### src/sv/u8cjk_pkg.sv
// ----------------------------------------------------------------------------
// u8cjk_pkg
// Shared constants and the code point range classifier for the UTF-8 CJK
// detector.
// ----------------------------------------------------------------------------
package u8cjk_pkg;

  localparam int unsigned ByteW    = 8;
  localparam int unsigned CodeW    = 21;
  localparam int unsigned PendingW = 2;
  localparam int unsigned NumRng   = 8;

  typedef logic [CodeW-1:0] code_t;

  // low and high bounds of the matched ranges
  localparam code_t RngLo [NumRng] = '{
    21'h003400, 21'h00F900, 21'h020000, 21'h003000,
    21'h00FF00, 21'h001100, 21'h003130, 21'h00AC00
  };
  localparam code_t RngHi [NumRng] = '{
    21'h009FFF, 21'h00FAFF, 21'h02EBEF, 21'h00303F,
    21'h00FFEF, 21'h0011FF, 21'h00318F, 21'h00D7AF
  };

  // continuation bytes still expected after each lead class
  localparam logic [PendingW-1:0] Pend2Byte = 2'd1;
  localparam logic [PendingW-1:0] Pend3Byte = 2'd2;
  localparam logic [PendingW-1:0] Pend4Byte = 2'd3;

  function automatic logic is_cjk(code_t c);
    logic hit;
    hit = 1'b0;
    for (int i = 0; i < NumRng; i++) begin
      hit = hit | ((c >= RngLo[i]) && (c <= RngHi[i]));
    end
    return hit;
  endfunction

endpackage

### src/sv/utf8_cjk_detector_top.sv
// ----------------------------------------------------------------------------
// utf8_cjk_detector_top
// UTF-8 decoder with a CJK / Hangul / full-width code point classifier.
// ----------------------------------------------------------------------------
// Takes one string byte per transfer and returns one result per byte. A byte
// is captured in an input register, decoded against the running sequence
// state by a single level of shallow logic and placed in a result register,
// so the block sustains one byte per cycle; it stalls only when the result
// register is full and not taken. Decoding state (pending continuation count,
// partial code point, sticky match flag, stop flag) is cleared after each
// final byte.
module utf8_cjk_detector_top (
  input  logic                          clk_i,
  input  logic                          rst_ni,
  input  logic                          in_valid_i,
  output logic                          in_ready_o,
  input  logic [u8cjk_pkg::ByteW-1:0]   text_byte_i,
  input  logic                          final_byte_i,
  output logic                          out_valid_o,
  input  logic                          out_ready_i,
  output logic                          code_done_o,
  output logic [u8cjk_pkg::CodeW-1:0]   code_point_o,
  output logic                          point_is_cjk_o,
  output logic                          string_has_cjk_o,
  output logic                          malformed_o,
  output logic                          end_of_string_o
);

  // input register
  logic                          s1_valid_q;
  logic [u8cjk_pkg::ByteW-1:0]   s1_byte_q;
  logic                          s1_final_q;
  logic                          s1_fire;

  // decode state
  logic [u8cjk_pkg::PendingW-1:0] pending_q, pending_d;
  u8cjk_pkg::code_t               partial_q, partial_d;
  logic                           cjk_seen_q, cjk_seen_d;
  logic                           stopped_q, stopped_d;

  // result register
  logic             out_valid_q;
  logic             done_q, done_d;
  u8cjk_pkg::code_t code_q, code_d;
  logic             hit_q, hit_d;
  logic             has_cjk_q, has_cjk_d;
  logic             malformed_q, malformed_d;
  logic             eos_q;

  logic s1_advance;

  assign s1_advance = !out_valid_q || out_ready_i;
  assign s1_fire    = s1_valid_q && s1_advance;
  assign in_ready_o = !s1_valid_q || s1_advance;

  always_ff @(posedge clk_i or negedge rst_ni) begin
    if (!rst_ni) begin
      s1_valid_q <= 1'b0;
    end else if (in_ready_o) begin
      s1_valid_q <= in_valid_i;
    end
  end

  always_ff @(posedge clk_i) begin
    if (in_valid_i && in_ready_o) begin
      s1_byte_q  <= text_byte_i;
      s1_final_q <= final_byte_i;
    end
  end

  // decode step
  always_comb begin
    logic [u8cjk_pkg::ByteW-1:0] b;
    logic                        cp_done;
    u8cjk_pkg::code_t            cp;
    logic [u8cjk_pkg::PendingW-1:0] pend;
    u8cjk_pkg::code_t            part;
    logic                        stop;
    logic                        hit;

    b       = s1_byte_q;
    cp_done = 1'b0;
    cp      = '0;
    pend    = pending_q;
    part    = partial_q;
    stop    = stopped_q;
    hit     = 1'b0;

    if (!stopped_q) begin
      if (pending_q != '0) begin
        if (b[7:6] == 2'b10) begin
          part = {partial_q[u8cjk_pkg::CodeW-7:0], b[5:0]};
          pend = pending_q - 2'd1;
          if (pend == '0) begin
            cp_done = 1'b1;
            cp      = part;
            part    = '0;
          end
        end else begin
          stop = 1'b1;
          pend = '0;
          part = '0;
        end
      end else if (b[7] == 1'b0) begin
        cp_done = 1'b1;
        cp      = {{(u8cjk_pkg::CodeW-u8cjk_pkg::ByteW){1'b0}}, b};
      end else if (b[7:5] == 3'b110) begin
        part = {{(u8cjk_pkg::CodeW-5){1'b0}}, b[4:0]};
        pend = u8cjk_pkg::Pend2Byte;
      end else if (b[7:4] == 4'b1110) begin
        part = {{(u8cjk_pkg::CodeW-4){1'b0}}, b[3:0]};
        pend = u8cjk_pkg::Pend3Byte;
      end else if (b[7:3] == 5'b11110) begin
        part = {{(u8cjk_pkg::CodeW-3){1'b0}}, b[2:0]};
        pend = u8cjk_pkg::Pend4Byte;
      end else begin
        cp_done = 1'b1;
      end

      if (s1_final_q && (pend != '0)) begin
        stop = 1'b1;
        pend = '0;
        part = '0;
      end
    end

    if (cp_done) begin
      hit = u8cjk_pkg::is_cjk(cp);
    end

    done_d      = cp_done;
    code_d      = cp;
    hit_d       = hit;
    has_cjk_d   = cjk_seen_q | hit;
    malformed_d = stop;

    if (s1_final_q) begin
      pending_d  = '0;
      partial_d  = '0;
      cjk_seen_d = 1'b0;
      stopped_d  = 1'b0;
    end else begin
      pending_d  = pend;
      partial_d  = part;
      cjk_seen_d = has_cjk_d;
      stopped_d  = stop;
    end
  end

  always_ff @(posedge clk_i or negedge rst_ni) begin
    if (!rst_ni) begin
      pending_q  <= '0;
      partial_q  <= '0;
      cjk_seen_q <= 1'b0;
      stopped_q  <= 1'b0;
    end else if (s1_fire) begin
      pending_q  <= pending_d;
      partial_q  <= partial_d;
      cjk_seen_q <= cjk_seen_d;
      stopped_q  <= stopped_d;
    end
  end

  always_ff @(posedge clk_i or negedge rst_ni) begin
    if (!rst_ni) begin
      out_valid_q <= 1'b0;
    end else if (s1_advance) begin
      out_valid_q <= s1_valid_q;
    end
  end

  always_ff @(posedge clk_i) begin
    if (s1_fire) begin
      done_q      <= done_d;
      code_q      <= code_d;
      hit_q       <= hit_d;
      has_cjk_q   <= has_cjk_d;
      malformed_q <= malformed_d;
      eos_q       <= s1_final_q;
    end
  end

  assign out_valid_o      = out_valid_q;
  assign code_done_o      = done_q;
  assign code_point_o     = code_q;
  assign point_is_cjk_o   = hit_q;
  assign string_has_cjk_o = has_cjk_q;
  assign malformed_o      = malformed_q;
  assign end_of_string_o  = eos_q;

  // a stopped string completes no code point
  a_stop_no_done: assert property (@(posedge clk_i) disable iff (!rst_ni)
    (out_valid_o && malformed_o) |-> !code_done_o)
    else $error("malformed result carries a completed code point");

  // a match is always a completed code point and sets the sticky flag
  a_hit_sticky: assert property (@(posedge clk_i) disable iff (!rst_ni)
    (out_valid_o && point_is_cjk_o) |-> (code_done_o && string_has_cjk_o))
    else $error("match without completion or sticky flag");

  // decode state is clear after a final byte
  a_final_clears: assert property (@(posedge clk_i) disable iff (!rst_ni)
    (s1_fire && s1_final_q) |=> (pending_q == '0 && !cjk_seen_q && !stopped_q))
    else $error("decode state not cleared after end of string");

  // a result that is not taken must stay valid and unchanged
  a_no_overwrite: assert property (@(posedge clk_i) disable iff (!rst_ni)
    (out_valid_o && !out_ready_i) |=> (out_valid_o && $stable(code_point_o)))
    else $error("pending result overwritten");

endmodule

### config.mk
export PLATFORM = sky130hd
export DESIGN_NAME = utf8_cjk_detector_top
export DESIGN_NICKNAME = d
export VERILOG_FILES = /design/src/sv/u8cjk_pkg.sv /design/src/sv/utf8_cjk_detector_top.sv
export SDC_FILE = /design/constraint.sdc
export NUM_CORES = 1
export LEC_CHECK = 0
export BUFFER_PORTS_ARGS = -buffer_cell sky130_fd_sc_hd__buf_2
export CAP_MARGIN = 20
export CORE_MARGIN = 4
export CORE_UTILIZATION = 52
export CTS_CLUSTER_DIAMETER = 200
export DETAILED_ROUTE_END_ITERATION = 7
export PLACE_DENSITY_LB_ADDON = 0.2
export SETUP_SLACK_MARGIN = 0.1
export SLEW_MARGIN = 25
export SYNTH_ARGS = -nofsm -noshare
export SYNTH_HDL_FRONTEND = slang
export SYNTH_SLANG_ARGS = --single-unit
### constraint.sdc
create_clock -name clk_i -period 2.73 [get_ports clk_i]
set_input_delay 0.546 -clock clk_i [delete_from_list [all_inputs] [get_ports clk_i]]
set_output_delay 0.546 -clock clk_i [all_outputs]
set_load 0.02 [all_outputs]
==> impl_metrics.csv, run 1 <==
group,metric,value,unit
outcome,outcome,"complete, no violations",
final_layout,final_common_cell,"buf_2",
die,rows,27,
global_routing,grt_pass1_wl,12000,um
routing,avgViaCountPerCell,6.00,
timing,setup_ws,110,ps
die,ios,41,
die,die_w,83.1,um
synthesis,ys.warnings.count,0,
final_layout,fillCellCount,460,
timing,rsz0062_at_grt,"yes",
routing,drc_errors,0,
global_routing,antenna_found_initial,0,
worst_setup_path,endpoint_kind,"flip-flop",
worst_setup_path,cp.required,2800,ps
synthesis,syn-num-nets,300,
synthesis,syn_area,2930,um^2
worst_setup_path,rr_worst_depth,9,
routing,drt_wl_total,7330,um
final_layout,final_cell_mix,"40 x buf_2, 35 x edfxtp_1, 34 x nand2_1",
cts,clock-root-buffer,"clkbuf_8",
synthesis,ys_top_cells_by_area,"edfxtp_1 36%, dfrtp_1 18%, nand2_1 4.3%",
placement,numPortBuffers,40,
synthesis,ys_types,59,
worst_setup_path,crit_type,"reg2reg",
timing,slew_violations,0,
die,dieArea,6910,um^2
cts,clk_pin_slew_worst_paths,100,ps
final_layout,n_antenna_cell,0,
cts,clock_latency,320,ps
worst_setup_path,crit_start,"pending_q[0]$_DFFE_PN0P_",
worst_setup_path,r2r-end,"string_has_cjk_o$_DFFE_PP_",
final_layout,multi_input_area,1270,um^2
cts,cts_hold_buf,0,
final_layout,seqCellArea,1580,um^2
placement,pre_cts_slack,96.1,ps
cts,tritoncts,"yes",
cts,cts.sinks,56,
synthesis,yosys_most_used_dff,"edfxtp_1",
timing,fin_crit,2620,ps
min_path,hold_class,"in2async",
power,fin_total_pwr,2590,uW
worst_setup_path,crit_arrival,2690,ps
worst_setup_path,crit_path_max_fanout,4,
die,floorplan.initialDensity,53.6,%
power,power_density,737,nW/um^2
timing,finalSetupViolCount,0,
timing,fmax,382,MHz
power,leakage,0.00143,uW
synthesis,synth_top_area_share,35.8,%
routing,wire_per_inst,17.5,um
global_routing,grt_pass1_vias,2386,
global_routing,grt_max_degree,26,
synthesis,ys_seq_area_share,53.7,%
synthesis,synthArstFlopShare,37.5,%
die,die_h,83.1,um
synthesis,yosys.area.top_type,"edfxtp_1",
worst_setup_path,r2r_slack,110,ps
final_layout,finish.instance_area,3520,um^2
worst_setup_path,crit_path_start_kind,"flip-flop",
cts,cts_made_buffers,5,
power,peakVddDrop,524,uV
routing,first_pass_iters,4,
final_layout,syn_to_final_growth,19.8,%
global_routing,gr-total-overflow,0,
synthesis,synth_edf_count,35,
routing,first_iter_violations,262,
synthesis,synth_cells,285,
final_layout,nNetsFinal,361,
routing,via_count,2514,
timing,clock_skew,11.9,ps
timing,maxSlewHeadroom,57.7,%
synthesis,ys_ff_latch,56,
cts,htreeDepth,2,
global_routing,grt_use_total,21.7,%
job,max_cap_violations,0,
timing,hold_viol_final,0,
timing,tightest_slew,629,ps
worst_setup_path,r2r_start,"pending_q[0]$_DFFE_PN0P_",
final_layout,drive_gt1_share,27.4,%
die,coreArea,5470,um^2
cts,clk_path_buf_depth,2,
routing,drtAntennaViolNets,0,
placement,hpwl,5290,um
timing,fin_crit_sh,96.0,%
placement,routabilityCongestion,0.909,
placement,place_area,3350,um^2
final_layout,fin_util,64.2,%
synthesis,synth_area_per_cell,10.3,um^2
final_layout,layout.cells.non_filler,419,
placement,placed_cells,406,
-- state kept, by name (all words and copies together) (netlist names) --
name,cells
pending_q,2
malformed_o,1
partial_q,15
stopped_q,1
s1_byte_q,8
end_of_string_o,1
code_done_o,1
point_is_cjk_o,1
code_point_o,21
out_valid_o,1
s1_final_q,1
string_has_cjk_o,1
s1_valid_q,1
cjk_seen_q,1
-- synthesized netlist by cell type, types with 3 or more instances --
master,count
a22oi_1,3
or3_1,4
nand2_1,34
nand3b_1,4
nor2_1,16
o41ai_1,3
nand2b_1,5
o21a_1,6
o22ai_1,4
nor4_1,6
and2_1,8
inv_1,10
nand4_1,3
dfrtp_1,21
clkbuf_1,13
a21oi_1,11
a22o_1,4
nand3_1,6
edfxtp_1,35
o21ai_0,16
and3_1,13
o32ai_1,3
buf_2,4
nor2b_1,5
o211ai_1,3
nor3_1,5
-- worst max-delay path, stage by stage, from the launching register on --
cell and delay [ps]:
dfrtp_1 400, inv_2 80, ha_4 160, and4bb_2 330
o211ai_1 150, nor4_2 350, o32ai_2 130, a2111oi_2 340
o2111ai_1 190, or2_1 240
-- worst max-delay path by stage --
stage	end	slack, ps	cells past startpoint
after global routing	string_has_cjk_o$_DFFE_PP_	-50	9
final	string_has_cjk_o$_DFFE_PP_	110	9
after global placement	string_has_cjk_o$_DFFE_PP_	130	10
after CTS	string_has_cjk_o$_DFFE_PP_	80	10
after floorplan	string_has_cjk_o$_DFFE_PP_	110	10
after detailed placement	string_has_cjk_o$_DFFE_PP_	100	9
-- metal layers --
layer | track usage [%] | up-vias | share of wire [%]
met3 | 3.87 | 19 | 7.1
met2 | 36.2 | 121 | 49
li1 | - | 1194 | -
met4 | 7.43 | 0 | 2.3
met5 | 0 | - | 0
met1 | 28.6 | 1180 | 42
-- power breakdown --
group / internal, uW / switching [uW]
Sequential: 1030 / 79.8
Clock: 185 / 280
Combinational: 414 / 597
Total: 1630 / 957
-- metrics by stage --
step	TNS [ps]	hold WS, ps
after floorplan	0	250
after global placement	0	487
after detailed placement	0	505
after CTS	0	188
after global routing	-48.4	200
final	0	183
-- cell type report --
class | count | area share [%]
multi-input cells | 200 | 36.2
well taps | 72 | 2.56
repair buffers | 73 | 12.7
clock inverters | 3 | 0.641
flip-flops and latches | 56 | 44.8
clock buffers | 5 | 1.96
inverters | 10 | 1.07
-- logic make-up after synthesis --
logic type	after synthesis	share of synthesized area, %
AOI/OAI and AO/OA	71	17.2
xor gates and xnor gates	1	0.299
adders and majority gates	2	0.853
buffers and inverters	29	4.14
DFF	56	53.7
and+or+nand+nor	126	23.8
-- timing repair --
action,4_1_cts,5_1_grt
pin swaps,3,2
gates resized for setup,2,8
setup buffers,2,3
endpoints found under the setup margin,1,3
Note: power is estimated with default switching activity, not from simulation.
==> run 2, diff against run 1 <==
Settings changed: CORE_UTILIZATION 52 to 57.
Clock period 2.73 ns to 2.7 ns, I/O delays scaled along.
==> run 2 against run 1 <==
  * Register-to-register slack got worse by 90 ps
  * First-iteration DRC count increased by 24%
  * Routed wire length increased by 0.85%
  * Combinational power is essentially flat
  * Critical path depth unchanged
  * Non-clock buffer count grew 2
  * Design area grew 0.96%
  * Count of clock-buffer cells in the layout stayed put
  * Sequential power hardly changed
  * Hold slack got worse by 6.3 ps
  * Largest power group unchanged
==> impl_metrics.csv, run 2 (same netlist as run 1, synthesis figures left out) <==
group,metric,value,unit
cts,cts_made_buffers,5,
timing,clock_skew,8.17,ps
worst_setup_path,crit_path_start_kind,"flip-flop",
die,floorplan.initialDensity,60.5,%
final_layout,final_cell_mix,"40 x buf_2, 35 x edfxtp_1, 35 x buf_4",
power,p_seq_share,42.3,%
routing,via_count,2522,
worst_setup_path,crit_path_max_fanout,4,
global_routing,antenna_found_initial,0,
cts,clock-root-buffer,"clkbuf_8",
die,rows,25,
global_routing,grt_pass1_wl,12200,um
timing,fmax,373,MHz
power,p_switching,933,uW
worst_setup_path,cp.buffers_inverters,1,
die,coreArea,4850,um^2
worst_setup_path,crit_family,"simple AND/OR/NAND/NOR gates",
timing,fin_crit_sh,99.2,%
timing,maxSlewHeadroom,64.3,%
final_layout,drive_gt1_share,27.5,%
worst_setup_path,r2r_slack,20,ps
routing,avgViaCountPerCell,6.06,
power,leakage,0.00145,uW
placement,place_area,3360,um^2
global_routing,grt_use_total,25.2,%
final_layout,n_antenna_cell,0,
worst_setup_path,cp-endpoint,"string_has_cjk_o$_DFFE_PP_",
worst_setup_path,cp.depth,9,
timing,rsz0062_at_grt,"yes",
worst_setup_path,endpoint_kind,"flip-flop",
timing,whs,177,ps
timing,hold_viol_final,0,
cts,cts.sinks,56,
power,pwr-share-clk,20.8,%
cts,clock_latency,310,ps
timing,tightest_slew,522,ps
timing,setup_tns,0,ps
final_layout,finish.instance_area,3550,um^2
power,combPwrFrac,36.8,%
worst_setup_path,rr_worst_depth,9,
power,fin_total_pwr,2660,uW
cts,htreeDepth,2,
timing,fin_crit,2680,ps
placement,numPortBuffers,40,
final_layout,fin_util,73.2,%
timing,finalSetupViolCount,0,
final_layout,syn_to_final_growth,21.0,%
routing,drt_wl_total,7400,um
global_routing,grt_max_degree,26,
power,swShare,35.0,%
worst_setup_path,slowest_stage,"nor4_2",
die,die_h,79.7,um
cts,cts_hold_buf,0,
routing,first_pass_iters,6,
cts,clk_pin_slew_worst_paths,100,ps
worst_setup_path,crit_type,"reg2reg",
final_layout,largest_reg_flops,21,
global_routing,grt_pass1_vias,2479,
placement,routabilityCongestion,0.942,
power,power_density,750,nW/um^2
worst_setup_path,r2r-end,"string_has_cjk_o$_DFFE_PP_",
die,die_w,79.7,um
cts,clk_path_buf_depth,2,
worst_setup_path,crit_start,"pending_q[1]$_DFFE_PN0P_",
worst_setup_path,crit_arrival,2750,ps
power,power.internal,1730,uW
die,dieArea,6360,um^2
routing,drc_errors,0,
routing,drtAntennaViolNets,0,
routing,first_iter_violations,324,
job,max_cap_violations,0,
final_layout,final_common_cell,"buf_2",
die,ios,41,
placement,hpwl,5450,um
worst_setup_path,path_cells,"inv_2, ha_4, and4bb_2, o211ai_1, nor4_2, o32ai_2, a2111oi_2, o2111ai_1, or2_1",
min_path,hold_class,"in2async",
worst_setup_path,cp.required,2770,ps
final_layout,nNetsFinal,363,
worst_setup_path,r2r_start,"pending_q[1]$_DFFE_PN0P_",
timing,slew_violations,0,
routing,wire_per_inst,17.8,um
power,peakVddDrop,699,uV
worst_setup_path,worst_path_largest_cell_delay,400,ps
cts,tritoncts,"yes",
global_routing,gr-total-overflow,0,
outcome,outcome,"complete, no violations",
[run 2: per-stage QoR]
step | instances | setup WS, ps
4_1_cts | 415 | -9.47
6_report | 416 | 20.7
3_5_place_dp | 402 | -42.9
5_1_grt | 416 | -26.3
3_3_place_gp | 402 | 52.3
2_1_floorplan | 285 | 101
[run 2: area by class of cell]
class | count | area (um^2)
Inverter | 10 | 37.5
Clock inverter | 3 | 46.3
Sequential cell | 56 | 1580
Timing Repair Buffer | 75 | 463
Fill cell | 336 | 1300
Multi-Input combinational cell | 200 | 1270
Clock buffer | 5 | 68.8
Tap cell | 67 | 83.8
[run 2: repair_timing]
action | in CTS | in global routing
endpoints found under the hold margin | 0 | 0
gates resized for setup | 8 | 0
pin swaps | 8 | 3
buffers inserted | 5 | 1
setup endpoints to repair | 3 | 3
[run 2: metal layers]
metal / routed length, um / track usage [%]
met1: 3100 / 32.3
met2: 3530 / 41.7
met3: 504 / 3.72
met4: 267 / 12.3
met5: 0 / 0
[run 2: power by group through the flow]
stage | combinational, uW | clock (uW) | sequential (uW)
4_1_cts | 954 | 562 | 1120
5_1_grt | 1060 | 599 | 1140
3_3_place_gp | 871 | 0 | 1140
3_5_place_dp | 879 | 0 | 1150
2_1_floorplan | 496 | 0 | 1180
6_report | 981 | 555 | 1130
[run 2: how the worst min path moves through the flow]
stage	start	end	slack, ps	depth (start not counted)
detailed placement	cjk_seen_q$_DFFE_PN0P_	cjk_seen_q$_DFFE_PN0P_	500	1
finish	rst_ni	partial_q[5]$_DFFE_PN0P_	180	1
global route	rst_ni	partial_q[2]$_DFFE_PN0P_	210	1
CTS	rst_ni	out_valid_o$_DFFE_PN0P_	190	1
floorplan	rst_ni	cjk_seen_q$_DFFE_PN0P_	240	0
global placement	cjk_seen_q$_DFFE_PN0P_	cjk_seen_q$_DFFE_PN0P_	490	1
